===== config.mk =====
export PLATFORM = sky130hd
export DESIGN_NAME = dhcp_option_tlv_locator_unit
export DESIGN_NICKNAME = d
export VERILOG_FILES = /design/src/sv/dotl_pkg.sv /design/src/sv/dhcp_option_tlv_locator_unit.sv
export SDC_FILE = /design/constraint.sdc
export NUM_CORES = 1
export LEC_CHECK = 0
export ABC_AREA = 1
export BUFFER_PORTS_ARGS = -buffer_cell sky130_fd_sc_hd__buf_2
export CAP_MARGIN = 20
export CORE_ASPECT_RATIO = 0.8
export CORE_MARGIN = 3
export CORE_UTILIZATION = 66
export CTS_CLUSTER_DIAMETER = 150
export DETAILED_ROUTE_END_ITERATION = 7
export MAX_ROUTING_LAYER = met4
export PLACE_DENSITY_LB_ADDON = 0.08
export RECOVER_POWER = 25
export SKIP_CTS_REPAIR_TIMING = 1
export SYNTH_ARGS = -nofsm -noshare
export SYNTH_HDL_FRONTEND = slang
export SYNTH_SLANG_ARGS = --single-unit

===== constraint.sdc =====
create_clock -name clk -period 10.4 [get_ports clk]
set_clock_uncertainty 0.2 [all_clocks]
set_input_delay 3.12 -clock clk [delete_from_list [all_inputs] [get_ports clk]]
set_output_delay 3.12 -clock clk [all_outputs]
set_load 0.005 [all_outputs]

===== src/sv/dotl_pkg.sv =====
// dotl_pkg: shared constants and types for the dhcp option tlv locator
// no dependencies; imported by the top level and the port checker

package dotl_pkg;

  localparam int OFFSET_BITS = 11;
  localparam int STOP_BITS   = OFFSET_BITS + 1;

  localparam logic [7:0] END_CODE = 8'd255;
  localparam logic [7:0] PAD_CODE = 8'd0;

  // configuration register indexes
  localparam logic [1:0] CFG_TARGET_CODE    = 2'd0;
  localparam logic [1:0] CFG_SCAN_LIMIT     = 2'd1;
  localparam logic [1:0] CFG_SUBOPTION_MODE = 2'd2;

  typedef enum logic [1:0] {
    PH_SEARCH  = 2'd0,
    PH_SKIPLEN = 2'd1,
    PH_FIT     = 2'd2,
    PH_DONE    = 2'd3
  } phase_t;

  typedef enum logic [1:0] {
    ST_FOUND = 2'd0,
    ST_NONE  = 2'd1,
    ST_BAD   = 2'd2
  } status_t;

endpackage


===== src/sv/dhcp_option_tlv_locator_unit.sv =====
// dhcp_option_tlv_locator_unit: walks the tlv chain of a dhcp options area
// and gives one status transaction per packet; depends on dotl_pkg
//
//   channel | ports                                  | direction
//   --------+----------------------------------------+----------
//   in      | in_valid in_stall in_data_byte         | byte in
//           | in_last_byte                           |
//   out     | out_valid out_stall out_status         | result out
//           | out_found_offset                       |
//   cfg     | cfg_we cfg_index cfg_wdata             | write only
//
// one byte is taken per cycle while in_stall is low; its compare and add run in the same cycle
// and any result is registered in the output register, or in the skid register if the output is held
// a two-entry output (output register plus skid register) lets bytes keep
// flowing while a result waits; in_stall rises only when both are full
// rst_n is synchronous, active low; clears walk state, config and valids
// out_stall holds the result in place; nothing is dropped or repeated

module dhcp_option_tlv_locator_unit
  import dotl_pkg::*;
(
  input  logic                   clk,
  input  logic                   rst_n,
  // byte channel
  input  logic                   in_valid,
  output logic                   in_stall,
  input  logic [7:0]             in_data_byte,
  input  logic                   in_last_byte,
  // result channel
  output logic                   out_valid,
  input  logic                   out_stall,
  output logic [1:0]             out_status,
  output logic [OFFSET_BITS-1:0] out_found_offset,
  // configuration writes
  input  logic                   cfg_we,
  input  logic [1:0]             cfg_index,
  input  logic [OFFSET_BITS-1:0] cfg_wdata
);

  // configuration registers
  logic [7:0]             target_code_r;
  logic [OFFSET_BITS-1:0] scan_limit_r;
  logic                   suboption_mode_r;

  // per-packet walk state
  logic [OFFSET_BITS-1:0] byte_position_r, byte_position_nxt;
  logic [STOP_BITS-1:0]   next_stop_r, next_stop_nxt;
  phase_t                 phase_r, phase_nxt;
  logic                   stop_is_target_r, stop_is_target_nxt;
  logic [OFFSET_BITS-1:0] stop_offset_r, stop_offset_nxt;

  // output register and skid register
  logic                   out_valid_r;
  status_t                out_status_r;
  logic [OFFSET_BITS-1:0] out_offset_r;
  logic                   skid_valid_r;
  status_t                skid_status_r;
  logic [OFFSET_BITS-1:0] skid_offset_r;

  logic                   in_take;
  logic                   out_pop;

  // per-byte decision terms
  logic                   at_stop;
  logic                   is_target;
  logic                   keep_walking;
  logic                   limit_bad;
  logic [STOP_BITS-1:0]   limit_ext;
  logic [STOP_BITS-1:0]   skip_sum;
  logic [STOP_BITS-1:0]   fit_sum;

  // result of the current byte
  logic                   res_valid;
  status_t                res_status;
  logic [OFFSET_BITS-1:0] res_offset;

  assign in_take = in_valid && !in_stall;
  assign out_pop = out_valid_r && !out_stall;

  assign limit_ext    = {1'b0, scan_limit_r};
  assign at_stop      = ({1'b0, byte_position_r} == next_stop_r);
  assign is_target    = (in_data_byte == target_code_r);
  // an ordinary option or pad inside the limit: the walk goes on
  assign keep_walking = (next_stop_r < limit_ext) && (in_data_byte != END_CODE) && !is_target;
  // walk reached the limit without the end code
  assign limit_bad    = (next_stop_r == limit_ext) && (in_data_byte != END_CODE);
  // next code offset after a skip: code, length byte, then the value
  assign skip_sum     = next_stop_r + STOP_BITS'(2) + STOP_BITS'(in_data_byte);
  // length-fit test: the stop option must end before the limit
  assign fit_sum      = {1'b0, stop_offset_r} + STOP_BITS'(2) + STOP_BITS'(in_data_byte);

  // result of the accepted byte
  always_comb begin
    res_valid  = 1'b0;
    res_status = ST_NONE;
    res_offset = '0;
    unique case (phase_r)
      PH_SEARCH: begin
        if (at_stop && !keep_walking) begin
          if (limit_bad) begin
            res_valid  = 1'b1;
            res_status = ST_BAD;
          end else if (suboption_mode_r) begin
            res_valid = 1'b1;
            if (is_target) begin
              res_status = ST_FOUND;
              res_offset = next_stop_r[OFFSET_BITS-1:0];
            end
          end
        end
      end
      PH_SKIPLEN: begin
        if (skip_sum > limit_ext) begin
          res_valid  = 1'b1;
          res_status = ST_BAD;
        end
      end
      PH_FIT: begin
        res_valid = 1'b1;
        if (fit_sum >= limit_ext) begin
          res_status = ST_BAD;
        end else if (stop_is_target_r) begin
          res_status = ST_FOUND;
          res_offset = stop_offset_r;
        end
      end
      PH_DONE: begin
        res_valid = 1'b0;
      end
      default: begin
        res_valid = 1'b0;
      end
    endcase
    // packet ended before any decision
    if (in_last_byte && !res_valid && (phase_r != PH_DONE)) begin
      res_valid  = 1'b1;
      res_status = ST_BAD;
      res_offset = '0;
    end
  end

  // next walk state
  always_comb begin
    byte_position_nxt  = byte_position_r + OFFSET_BITS'(1);
    next_stop_nxt      = next_stop_r;
    phase_nxt          = phase_r;
    stop_is_target_nxt = stop_is_target_r;
    stop_offset_nxt    = stop_offset_r;
    unique case (phase_r)
      PH_SEARCH: begin
        if (at_stop) begin
          if (keep_walking) begin
            if (in_data_byte == PAD_CODE) begin
              next_stop_nxt = next_stop_r + STOP_BITS'(1);
            end else begin
              phase_nxt = PH_SKIPLEN;
            end
          end else if (limit_bad || suboption_mode_r) begin
            phase_nxt = PH_DONE;
          end else begin
            stop_is_target_nxt = is_target;
            stop_offset_nxt    = next_stop_r[OFFSET_BITS-1:0];
            phase_nxt          = PH_FIT;
          end
        end
      end
      PH_SKIPLEN: begin
        next_stop_nxt = skip_sum;
        phase_nxt     = (skip_sum > limit_ext) ? PH_DONE : PH_SEARCH;
      end
      PH_FIT: begin
        phase_nxt = PH_DONE;
      end
      PH_DONE: begin
        phase_nxt = PH_DONE;
      end
      default: begin
        phase_nxt = PH_SEARCH;
      end
    endcase
    // packet end: walk state back to its start
    if (in_last_byte) begin
      byte_position_nxt  = '0;
      next_stop_nxt      = '0;
      phase_nxt          = PH_SEARCH;
      stop_is_target_nxt = 1'b0;
      stop_offset_nxt    = '0;
    end
  end

  // configuration writes
  always_ff @(posedge clk) begin
    if (!rst_n) begin
      target_code_r    <= '0;
      scan_limit_r     <= '0;
      suboption_mode_r <= 1'b0;
    end else if (cfg_we) begin
      unique case (cfg_index)
        CFG_TARGET_CODE:    target_code_r    <= cfg_wdata[7:0];
        CFG_SCAN_LIMIT:     scan_limit_r     <= cfg_wdata;
        CFG_SUBOPTION_MODE: suboption_mode_r <= cfg_wdata[0];
        default: begin
          target_code_r <= target_code_r;
        end
      endcase
    end
  end

  // walk state update, one byte per accepted transaction
  always_ff @(posedge clk) begin
    if (!rst_n) begin
      byte_position_r  <= '0;
      next_stop_r      <= '0;
      phase_r          <= PH_SEARCH;
      stop_is_target_r <= 1'b0;
      stop_offset_r    <= '0;
    end else if (in_take) begin
      byte_position_r  <= byte_position_nxt;
      next_stop_r      <= next_stop_nxt;
      phase_r          <= phase_nxt;
      stop_is_target_r <= stop_is_target_nxt;
      stop_offset_r    <= stop_offset_nxt;
    end
  end

  // output register with skid: skid fills only when output is held
  always_ff @(posedge clk) begin
    if (!rst_n) begin
      out_valid_r  <= 1'b0;
      skid_valid_r <= 1'b0;
    end else if (skid_valid_r) begin
      if (out_pop) begin
        out_valid_r  <= 1'b1;
        skid_valid_r <= 1'b0;
      end
    end else if (in_take && res_valid) begin
      if (!out_valid_r || out_pop) begin
        out_valid_r <= 1'b1;
      end else begin
        skid_valid_r <= 1'b1;
      end
    end else if (out_pop) begin
      out_valid_r <= 1'b0;
    end
  end

  always_ff @(posedge clk) begin
    if (skid_valid_r) begin
      if (out_pop) begin
        out_status_r <= skid_status_r;
        out_offset_r <= skid_offset_r;
      end
    end else if (in_take && res_valid) begin
      if (!out_valid_r || out_pop) begin
        out_status_r <= res_status;
        out_offset_r <= res_offset;
      end else begin
        skid_status_r <= res_status;
        skid_offset_r <= res_offset;
      end
    end
  end

  assign in_stall         = skid_valid_r;
  assign out_valid        = out_valid_r;
  assign out_status       = out_status_r;
  assign out_found_offset = out_offset_r;

endmodule


==> impl_metrics.yaml <==
status:
  status: "finished, final reports clean"
clock_network:
  clk-insertion-delay-late_ns: 0.35
  cts_root_buf: "clkbuf_16"
  cts-htree-levels: 3
  clk_pin_slew_ns: 0.07
  cts_buffer_depth: 2
  cts_tree: "yes"
  cts.sinks: 85
  cts_made_buffers: 9
route:
  drt_iter0_markers: 668
  vias: 5888
  met2WireLength_um: 7695
  wl_per_cell_um: 16.95
  viasPerCell: 6.083
  drt-pass1-iter-count: 5
  ant_nets: 0
  drc_errors: 0
  dr.max_layer_used: "met4"
  wirelength_um: 16400
  wl_met1_um: 6691
  wl_met3_um: 1332
setup_path:
  required_ns: 10.16
  worst-path-buf-inv: 3
  r2r-start: "next_stop_r[1]"
  crit_start: "in_data_byte[1]"
  cpMostUsedCell: "nand2_1"
  crit_fanout: 13
  critical_path_class: "in2reg"
  worst_path_dominant_cell_family: "simple AND/OR/NAND/NOR gates"
  crit_path_end_kind: "flip-flop"
  cp-start-kind: "input pin"
  critical_path.max_stage_delay_ns: 0.82
  crit_slowest_cell: "nor2_1"
  arrival_ns: 6.91
sta:
  rsz0062_at_grt: "no"
  finalSetupTns_ns: 0
  drv_slew: 0
  setup_viol: 0
  tightest_slew_ns: 1.131
  min_period_over_period: 0.6871
  finalHoldViolations: 0
  period_minus_slack_ns: 7.145
  slew_headroom: 0.2460
  max_freq_ghz: 0.1400
power:
  p_sw_uw: 352.9
  power_density_nw_per_um2: 151.8
  pwr-share-seq: 0.383
  p_sw_frac: 0.3519
  pwr-share-comb: 0.277
  leakagePower_nw: 2.952
  vdd_drop_max_uv: 119.9
  p_clk_frac: 0.340
  p_int_uw: 650.0
placement:
  port_buffers: 41
  place.gp.congestion: 0.9906
  place_area_um2: 6290
  dp_hpwl_um: 12410
layout:
  drive_above_1_share: 0.09696
  area_growth_syn_to_layout_pct: 8.554
  design_area_um2: 6605
  nets: 947
  num_antenna_cells: 0
yosys:
  ys_seq_elements: 85
  yosysSeqAreaShare: 0.3224
  ys_warn_count: 0
  synth_edf_count: 26
  synthTopCellsByCount: "172 x nand2_1, 91 x inv_1, 76 x nor2_1"
  yosysMostFrequentCell: "nand2_1"
  syn-cell-area_um2: 6085
  yosys-top-cells-area: "dfxtp_1 19%, ha_1 14%, edfxtp_1 13%"
  synth.distinct_cells: 49
  synth_cells: 825
  yosysTopAreaCell: "dfxtp_1"
  synth_nets: 921
  synth_ff_type: "dfxtp_1"
  async_flop_share: 0
  synth_top_area_share: 0.1941
  postSynthAreaPerCell_um2: 7.375
floorplan:
  design.core.area_um2: 8708
  die_height_um: 91.88
  die_w_um: 113.4
  start_util: 0.6987
  row_count: 30
  pin_count: 42
  dieArea_um2: 10410
global_routing:
  overflow: 0
  antenna_found_initial: 0
  grt_pass1_vias: 5484
  grt_start_max_net_pins: 31
  globalRouteTotalUtil: 0.3276
  grt_pass1_wl_um: 26250
job:
  drv_cap: 0
worst_hold_path:
  holdCritStartpoint: "stop_is_target_r"
  timing.hold.worst.class: "reg2reg"
==> power groups by stage <==
stage          logic, mW  registers, mW  clock network [mW]
3_3_place_gp       0.260          0.389                   0
5_1_grt            0.314          0.385               0.357
6_report           0.278          0.384               0.341
4_1_cts            0.273          0.382               0.341
3_5_place_dp       0.271          0.390                   0
2_1_floorplan      0.212          0.381                   0
==> sequential cells by signal (all words and copies together), names as in the netlist, 2 cells and up <==
signal and cells:
phase_r 2, byte_position_r 11, skid_status_r 2, stop_offset_r 11, scan_limit_r 11, out_found_offset 11
target_code_r 8, next_stop_r 12, skid_offset_r 11, out_status 2
==> metrics by stage <==
step	util	worst slack (ns)	power (mW)	instances	hold WS, ns
floorplan	-	3.517	0.5932	825	0.2372
global placement	0.7223	2.999	0.6489	951	0.2792
detailed placement	0.7223	2.802	0.6611	951	0.2874
CTS	0.7588	3.158	0.9961	967	0.2972
global route	0.7585	2.883	1.055	968	0.3080
finish	0.7585	3.255	1.003	968	0.3009
==> path summary, 6_finish.rpt <==
check,cells after the start,slack [ns],end
worst max-delay path,26,3.25,skid_offset_r[0]
worst min-delay path,2,0.30,stop_is_target_r
worst max register to register,25,5.53,skid_offset_r[0]
worst min register to register,2,0.30,stop_is_target_r
==> tightest hold or removal path, delay by kind of cell (launching register included) <==
family	cells	cell delay, ns
simple gates	1	0.08
compound gates	1	0.06
flops	1	0.31
==> metal layers <==
layer	GRT usage	up-vias
li1	-	2813
met1	0.4211	2686
met2	0.5197	301
met3	0.05739	88
met4	0.1231	0
met5	-	-
==> cells in the final DEF, fill, tap and decap left out, types with 3 or more instances in the layout <==
cell type / instances
xor2_1: 19
nand3_1: 73
nand4_1: 9
o21ai_1: 3
nor4_1: 3
nor3b_1: 5
nor2_1: 76
o21a_1: 5
clkbuf_1: 8
a21oi_1: 68
ha_1: 67
xnor2_1: 12
inv_2: 4
dfxtp_1: 59
o21ai_0: 46
nor2_2: 4
buf_2: 33
clkbuf_16: 9
inv_1: 91
o21ai_2: 11
nor3_1: 9
edfxtp_1: 26
nand2_1: 172
nor3_2: 5
o21bai_1: 4
==> layout make-up <==
type	count	area [um^2]
Multi-Input combinational cell	616	3617
Fill cell	684	2103
Sequential cell	85	1962
Inverter	97	365.4
Clock buffer	9	225.2
Timing Repair Buffer	42	202.7
Tap cell	112	140.1
Clock inverter	7	92.59
==> logic make-up after synthesis <==
group / count (synthesis) / share of synthesized area
adder cells (fa/ha/maj): 69 / 0.1444
AO/OA/AOI/OAI: 151 / 0.1417
buffers and inverters: 124 / 0.08307
XOR/XNOR: 31 / 0.04462
flip-flops: 85 / 0.3224
AND/OR/NAND/NOR: 365 / 0.2638
(Power assumes the default switching activity.)
